$ cat config.mk
export PLATFORM = sky130hd
export DESIGN_NAME = cave_automaton_row_pass_top_flat
export DESIGN_NICKNAME = d
export VERILOG_FILES = /design/src/sv/cavp_pkg.sv /design/src/sv/cavp_ifs.sv /design/src/sv/cavp_cell.sv /design/src/sv/cavp_queue.sv /design/src/sv/cave_automaton_row_pass_top.sv /design/src/flat_wrapper.sv
export SDC_FILE = /design/constraint.sdc
export NUM_CORES = 2
export LEC_CHECK = 0
export BUFFER_PORTS_ARGS = -buffer_cell sky130_fd_sc_hd__buf_2
export CORE_MARGIN = 2
export CORE_UTILIZATION = 50
export DETAILED_ROUTE_END_ITERATION = 7
export PLACE_DENSITY_LB_ADDON = 0.12
export SLEW_MARGIN = 30
export SYNTH_ARGS = -nofsm -noshare
export SYNTH_HDL_FRONTEND = slang
export SYNTH_HIERARCHICAL = 1
export SYNTH_SLANG_ARGS = --single-unit
export TNS_END_PERCENT = 1
$ cat constraint.sdc
create_clock -name clk -period 14.5 [get_ports clk]
set_clock_uncertainty 0.1 [all_clocks]
set_input_delay 2.9 -clock clk [delete_from_list [all_inputs] [get_ports clk]]
set_output_delay 2.9 -clock clk [all_outputs]
set_load 0.01 [all_outputs]
$ cat src/sv/cavp_pkg.sv
// cavp_pkg: shared types and constants for the cave automaton row pass
// used by the interfaces, the cell, the result queue and the top level
package cavp_pkg;

  localparam int DATA_W       = 64;
  localparam int ROW_CELLS_DEF = 64;
  localparam int WIDTH_W      = 7;
  localparam logic [WIDTH_W-1:0] WIDTH_RESET = 7'd64;

  localparam logic [3:0] LIVE_STAY  = 4'd5;
  localparam logic [3:0] DEAD_BIRTH = 4'd6;

  localparam int QUEUE_AW    = 2;
  localparam int QUEUE_DEPTH = 1 << QUEUE_AW;

  // masked column bits of the three rows that a cell shows its neighbours
  typedef struct packed {
    logic up;
    logic mid;
    logic down;
  } cavp_nb_t;

  // per-cycle control shared by every cell
  typedef struct packed {
    logic load;
    logic held;
  } cavp_ctrl_t;

  typedef struct packed {
    logic [DATA_W-1:0] next_cells;
    logic              frame_end;
  } cavp_res_t;

endpackage

$ cat src/sv/cavp_ifs.sv
// cavp_ifs: valid/ready channels for input rows and result rows
// depends on cavp_pkg
interface cavp_row_if
  import cavp_pkg::*;
();
  logic              valid;
  logic              ready;
  logic [DATA_W-1:0] row_cells;
  logic              final_row;

  modport source (output valid, output row_cells, output final_row, input ready);
  modport sink (input valid, input row_cells, input final_row, output ready);
endinterface

interface cavp_res_if
  import cavp_pkg::*;
();
  logic              valid;
  logic              ready;
  logic [DATA_W-1:0] next_cells;
  logic              frame_end;

  modport source (output valid, output next_cells, output frame_end, input ready);
  modport sink (input valid, input next_cells, input frame_end, output ready);
endinterface

$ cat src/sv/cavp_cell.sv
// cavp_cell: one grid column, holds its bits of the two earlier rows
// and evaluates both neighbour counts; depends on cavp_pkg
module cavp_cell
  import cavp_pkg::*;
(
  input  logic       clk,
  input  logic       col_ok,
  input  logic       in_bit,
  input  cavp_ctrl_t ctrl,
  input  cavp_nb_t   left,
  input  cavp_nb_t   right,
  output cavp_nb_t   own,
  output logic       res_a,
  output logic       res_b
);

  logic older;
  logic newer;
  logic [3:0] cnt_a;
  logic [3:0] cnt_b;
  logic up_l;
  logic up_c;
  logic up_r;

  always_ff @(posedge clk) begin
    if (ctrl.load) begin
      older <= ctrl.held ? newer : 1'b1;
      newer <= in_bit;
    end
  end

  // outside the set width a column reads as wall
  assign own.up   = col_ok ? older : 1'b1;
  assign own.mid  = col_ok ? newer : 1'b1;
  assign own.down = col_ok ? in_bit : 1'b1;

  // row above for the bottom row result: wall when no row is held
  assign up_l = ctrl.held ? left.mid : 1'b1;
  assign up_c = ctrl.held ? own.mid : 1'b1;
  assign up_r = ctrl.held ? right.mid : 1'b1;

  assign cnt_a = {3'b0, left.up} + {3'b0, own.up} + {3'b0, right.up}
               + {3'b0, left.mid} + {3'b0, right.mid}
               + {3'b0, left.down} + {3'b0, own.down} + {3'b0, right.down};

  assign cnt_b = {3'b0, up_l} + {3'b0, up_c} + {3'b0, up_r}
               + {3'b0, left.down} + {3'b0, right.down} + 4'd3;

  assign res_a = col_ok & (own.mid ? (cnt_a >= LIVE_STAY) : (cnt_a >= DEAD_BIRTH));
  assign res_b = col_ok & (own.down ? (cnt_b >= LIVE_STAY) : (cnt_b >= DEAD_BIRTH));

endmodule

$ cat src/sv/cavp_queue.sv
// cavp_queue: small result queue, takes up to two results a cycle
// and drives the result channel from registers; depends on cavp_pkg, cavp_ifs
module cavp_queue
  import cavp_pkg::*;
(
  input  logic        clk,
  input  logic        rst,
  input  logic        push_a,
  input  logic        push_b,
  input  cavp_res_t   data_a,
  input  cavp_res_t   data_b,
  output logic        room,
  cavp_res_if.source  results
);

  cavp_res_t mem [QUEUE_DEPTH];
  logic [QUEUE_AW-1:0] head;
  logic [QUEUE_AW-1:0] tail;
  logic [QUEUE_AW:0]   fill;
  logic [QUEUE_AW:0]   fill_next;
  logic [QUEUE_AW-1:0] tail_b;
  logic                pop;

  assign pop    = results.valid & results.ready;
  assign tail_b = tail + {{(QUEUE_AW-1){1'b0}}, push_a};
  assign fill_next = fill + {{QUEUE_AW{1'b0}}, push_a} + {{QUEUE_AW{1'b0}}, push_b}
                   - {{QUEUE_AW{1'b0}}, pop};

  always_ff @(posedge clk) begin
    if (rst) begin
      head <= '0;
      tail <= '0;
      fill <= '0;
    end else begin
      fill <= fill_next;
      tail <= tail + {{(QUEUE_AW-1){1'b0}}, push_a} + {{(QUEUE_AW-1){1'b0}}, push_b};
      if (pop) begin
        head <= head + 1'b1;
      end
    end
  end

  always_ff @(posedge clk) begin
    if (push_a) begin
      mem[tail] <= data_a;
    end
    if (push_b) begin
      mem[tail_b] <= data_b;
    end
  end

  // two free slots for the worst case of a bottom row
  assign room = fill <= (QUEUE_AW+1)'(QUEUE_DEPTH - 2);

  assign results.valid      = fill != '0;
  assign results.next_cells = mem[head].next_cells;
  assign results.frame_end  = mem[head].frame_end;

endmodule

$ cat src/sv/cave_automaton_row_pass_top.sv
// Cave smoothing row pass: one generation of the cave automaton per pass over a grid that
// arrives one row per request, row 0 first, the bottom row flagged by final_row. A row is
// taken in every clock while the result queue has two free slots; each row after the first
// yields the result of the row above it; the bottom row also yields itself with frame_end
// set. The output drains one result a clock while results.ready is high, so a grid of R
// rows takes R requests at the input and gives R results at the output. Neighbours
// outside the grid, and columns at or beyond grid_width, count as wall; result bits at or
// beyond grid_width are zero. grid_width resets to 64; the user must write it only while
// idle (not enforced by the block). Depends on cavp_pkg, cavp_ifs, cavp_cell, cavp_queue.
module cave_automaton_row_pass_top
  import cavp_pkg::*;
#(
  parameter int ROW_CELLS = ROW_CELLS_DEF
) (
  input  logic               clk,
  input  logic               rst,
  input  logic               cfg_wr_en,
  input  logic [WIDTH_W-1:0] cfg_wr_data,
  cavp_row_if.sink           rows,
  cavp_res_if.source         results
);

  logic [WIDTH_W-1:0] grid_width;
  logic               held;
  logic               accept;
  logic               room;
  cavp_ctrl_t         ctrl;
  cavp_nb_t           nb [ROW_CELLS+2];
  logic [DATA_W-1:0]  res_a;
  logic [DATA_W-1:0]  res_b;
  logic [DATA_W-1:0]  col_mask;
  cavp_res_t          data_a;
  cavp_res_t          data_b;

  assign rows.ready = room;
  assign accept     = rows.valid & rows.ready;

  always_ff @(posedge clk) begin
    if (rst) begin
      grid_width <= WIDTH_RESET;
      held       <= 1'b0;
    end else begin
      if (cfg_wr_en) begin
        grid_width <= cfg_wr_data;
      end
      if (accept) begin
        held <= ~rows.final_row;
      end
    end
  end

  assign ctrl.load = accept & ~rows.final_row;
  assign ctrl.held = held;

  // columns beyond either edge read as wall
  assign nb[0]           = '1;
  assign nb[ROW_CELLS+1] = '1;

  for (genvar i = 0; i < DATA_W; i++) begin : g_col
    if (i < ROW_CELLS) begin : g_cell
      assign col_mask[i] = WIDTH_W'(i) < grid_width;
      cavp_cell u_cell (
        .clk    (clk),
        .col_ok (col_mask[i]),
        .in_bit (rows.row_cells[i]),
        .ctrl   (ctrl),
        .left   (nb[i]),
        .right  (nb[i+2]),
        .own    (nb[i+1]),
        .res_a  (res_a[i]),
        .res_b  (res_b[i])
      );
    end else begin : g_none
      assign col_mask[i] = 1'b0;
      assign res_a[i]    = 1'b0;
      assign res_b[i]    = 1'b0;
    end
  end

  assign data_a.next_cells = res_a;
  assign data_a.frame_end  = 1'b0;
  assign data_b.next_cells = res_b;
  assign data_b.frame_end  = 1'b1;

  cavp_queue u_queue (
    .clk     (clk),
    .rst     (rst),
    .push_a  (accept & held),
    .push_b  (accept & rows.final_row),
    .data_a  (data_a),
    .data_b  (data_b),
    .room    (room),
    .results (results)
  );

`ifndef SYNTHESIS
  a_first_row_held: assert property (@(posedge clk) disable iff (rst)
    accept && !rows.final_row |=> held)
    else $error("row not held after a non-bottom request");

  a_bottom_clears: assert property (@(posedge clk) disable iff (rst)
    accept && rows.final_row |=> !held)
    else $error("grid not closed after the bottom row");

  a_result_masked: assert property (@(posedge clk) disable iff (rst)
    results.valid |-> (results.next_cells & ~col_mask) == '0)
    else $error("result bit set beyond the grid width");

  a_bottom_gives_result: assert property (@(posedge clk) disable iff (rst)
    accept && rows.final_row |=> results.valid)
    else $error("no result queued after the bottom row");
`endif

endmodule

$ cat src/flat_wrapper.sv
// flat-port wrapper written by rule: the top's interface ports become plain ports
module cave_automaton_row_pass_top_flat import cavp_pkg::*;
#(
  parameter int ROW_CELLS = ROW_CELLS_DEF
)
  (clk, rst, cfg_wr_en, cfg_wr_data, rows_valid, rows_row_cells, rows_final_row, rows_ready, results_valid, results_next_cells, results_frame_end, results_ready);
  cavp_row_if rows_i ();
  cavp_res_if results_i ();
  input  logic clk;
  input  logic rst;
  input  logic cfg_wr_en;
  input  logic [WIDTH_W-1:0] cfg_wr_data;
  input wire logic [$bits(rows_i.valid)-1:0] rows_valid;
  input wire logic [$bits(rows_i.row_cells)-1:0] rows_row_cells;
  input wire logic [$bits(rows_i.final_row)-1:0] rows_final_row;
  output wire logic [$bits(rows_i.ready)-1:0] rows_ready;
  output wire logic [$bits(results_i.valid)-1:0] results_valid;
  output wire logic [$bits(results_i.next_cells)-1:0] results_next_cells;
  output wire logic [$bits(results_i.frame_end)-1:0] results_frame_end;
  input wire logic [$bits(results_i.ready)-1:0] results_ready;
  assign rows_i.valid = rows_valid;
  assign rows_i.row_cells = rows_row_cells;
  assign rows_i.final_row = rows_final_row;
  assign rows_ready = rows_i.ready;
  assign results_valid = results_i.valid;
  assign results_next_cells = results_i.next_cells;
  assign results_frame_end = results_i.frame_end;
  assign results_i.ready = results_ready;
  cave_automaton_row_pass_top #(.ROW_CELLS(ROW_CELLS)) u_core (.clk(clk), .rst(rst), .cfg_wr_en(cfg_wr_en), .cfg_wr_data(cfg_wr_data), .rows(rows_i), .results(results_i));
endmodule
==> impl_metrics.ini <==
[cells_and_area]
final_common_cell = inv_1
fillers = 7948
instances_no_fill = 5678
fin_nets = 5439
antenna_cells = 0
drive_above_1_share = 0.1624
layout_common_cells = inv_1 (1168), ha_1 (452), fa_1 (450)
syn2layout_area_growth_pct = 8.692

[timing]
rsz0062_at_grt = false
slew_headroom = 0.3029
min_period_ns = 6.303
worst_slew_pin_slew_ns = 1.046
fin_ws_ns = 8.197
totalNegativeSetupSlack_ns = 0
fmax_mhz = 158.7
fin_crit_sh = 0.4347
slew_viol_final = 0
hold_violations = 0
setup_viol_count_final = 0

[routing]
ant_nets = 0
drc = 0
wire_per_inst_um = 18.58
drt_iter0_drc = 1528
vias = 29130
drt-total-wl_mm = 105.5
viasPerCell = 5.131
dr.pass1.iters = 5

[placement]
dp_cells = 5580
hpwl_mm = 77.53
gp_congestion = 0.8246
port_buffers = 143
dp_slack_ns = 7.909

[clocking]
cts_max_level = 2
cts_root_buffer = clkbuf_16
clockBufferDepth = 3
cts_sinks = 405
postCtsSetupBuffers = 0
clock_latency_ns = 0.61
cts_hold_buf = 0
cts_made_buffers = 53
cts_tree = yes
post_cts_resized = 0
clk_pin_slew_ns = 0.06

[worst_setup_path]
crit_top_cell = inv_1
worstPathMaxFanout = 18
worst_path_largest_cell_delay_ns = 1.00
arrival_ns = 6.68
cp-end-kind = flip-flop
critical_path.cell_chain = nand3_1 -> a21oi_1 -> inv_1 -> nor2_1 -> inv_1 -> inv_1 -> fa_1 -> fa_1 -> fa_1 -> inv_1 -> ha_1 -> inv_1 -> fa_1 -> xor2_1 -> a21o_1 -> a21oi_1 -> mux2_2
crit_type = flip-flop to flip-flop
start_kind = flip-flop
slowest_stage = nand3_1
cp.required_ns = 14.87

[run_status]
status = completed

[yosys]
syn_area_um2 = 44980
synth_area_leaders = edfxtp_1 (26%), fa_1 (20%), ha_1 (13%)
ys_async_sr_fraction = 0
synth_warnings = 6
synth_edf_count = 388
synth_top_area_cell = edfxtp_1
netlist_instances = 4276
yosysSeqAreaShare = 0.2666
synth_seq_cells = 405
synth_top_area_frac = 0.2590
syn_area_per_cell_um2 = 10.52
synth_cell_type_count = 50
synthFlopType = edfxtp_1

[floorplan]
design.die.area_um2 = 92380
die-width_um = 303.9
start_util = 0.5021
die_h_um = 303.9
io_pins = 144
num_rows = 110
core_area_um2 = 89600

[grt]
antenna_found_initial = 12
grt_first_pass_wirelength_mm = 169.2
grt_max_degree = 129
grt_usage = 0.2330
grt_pass1_vias = 30440
grt_overflow = 0

[power_and_ir_drop]
leakage_nw = 23.15
p_per_area_nw_per_um2 = 163.7
peakVddDrop_uv = 103.4
power.total_w = 0.008005

[min_path]
hp-class = flip-flop to flip-flop

[flow_run]
cap_violations = 0
-- synthesized netlist by cell type, drive strengths merged (65+ instances only) --
| cell | number |
|---|---|
| a21o | 129 |
| a21oi | 91 |
| a311oi | 128 |
| edfxtp | 388 |
| fa | 450 |
| ha | 452 |
| inv | 1232 |
| mux2 | 260 |
| mux4 | 65 |
| nand2 | 146 |
| nand2b | 129 |
| nor2 | 279 |
| nor2b | 131 |
| o21ai | 89 |
| xor2 | 131 |
-- power by group --
| part | total, W | switching (W) | internal [W] |
|---|---|---|---|
| clock network | 0.00134 | 0.000561 | 0.000778 |
| registers | 0.00182 | 0.000101 | 0.00171 |
| logic | 0.00485 | 0.00250 | 0.00235 |
-- worst max-delay path, delay by kind of cell, from the launching register on --
kind                     cells  cell delay, ns
adder cells (fa/ha/maj)      5            1.85
AND/OR/NAND/NOR              2            1.25
flip-flops                   1            0.96
buffers and inverters        5            0.59
multiplexers                 1            0.21
AO/OA/AOI/OAI                3            1.04
XOR/XNOR                     1            0.15
-- metrics by stage --
stage / util / area (µm²) / hold slack (ns)
after floorplan: - / 45040 / 0.3847
after global placement: 0.5259 / 47120 / 0.3790
after detailed placement: 0.5261 / 47140 / 0.4051
after CTS: 0.5454 / 48870 / 0.4377
after global routing: 0.5457 / 48890 / 0.4722
final: 0.5457 / 48890 / 0.4341
-- area by class of cell --
| class | instances | area, µm² | area share |
|---|---|---|---|
| Sequential cell | 405 | 12000 | 0.2455 |
| Tap cell | 1176 | 1471 | 0.03009 |
| Clock inverter | 39 | 386.6 | 0.007907 |
| Inverter | 1232 | 4624 | 0.09458 |
| Clock buffer | 58 | 1345 | 0.02751 |
| Timing Repair Buffer | 170 | 958.4 | 0.01960 |
| Multi-Input combinational cell | 2598 | 28110 | 0.5748 |
-- state kept, by name (all words and copies together), names as in the netlist, named ones only --
name	count
u_core/g_col.g_cell.u_cell/older	64
u_core/u_queue/tail	2
u_core/u_queue/head	2
u_core/g_col.g_cell.u_cell/newer	64
u_core/grid_width	7
u_core/u_queue/mem	260
u_core/u_queue/fill	3
u_core/held	1
-- kinds of logic after synthesis --
| family | after synthesis | share of synthesized area |
|---|---|---|
| AO/OA/AOI/OAI | 512 | 0.08670 |
| adder cells (fa/ha/maj) | 902 | 0.3260 |
| AND/OR/NAND/NOR | 702 | 0.07488 |
| flip-flops | 405 | 0.2666 |
| multiplexers | 331 | 0.1073 |
| XOR/XNOR | 134 | 0.02626 |
| buffers and inverters | 1288 | 0.1121 |
| other | 2 | 0.0001669 |
-- metal layers --
layer,global-route usage,part of all wire,up-vias,wire [µm]
li1,-,-,14030,-
met1,0.3190,0.46,14450,48290
met2,0.3929,0.47,490,50080
met3,0.02974,0.040,153,4235
met4,0.05843,0.027,12,2834
met5,0,0.00071,-,75
-- final timing paths --
check | start | end | slack [ns] | depth (start not counted)
max | u_core/grid_width[2]$_SDFFE_PP0P_ | u_core/u_queue/mem[3][56]$_DFFE_PP_ | 8.20 | 17
min | u_core/u_queue/head[0]$_SDFFE_PP0P_ | flip-flop | 0.43 | 2
max reg2reg | u_core/grid_width[2]$_SDFFE_PP0P_ | u_core/u_queue/mem[3][56]$_DFFE_PP_ | 8.20 | 17
min reg2reg | u_core/u_queue/head[0]$_SDFFE_PP0P_ | flip-flop | 0.43 | 2
Power figures use the tool's default switching activity.
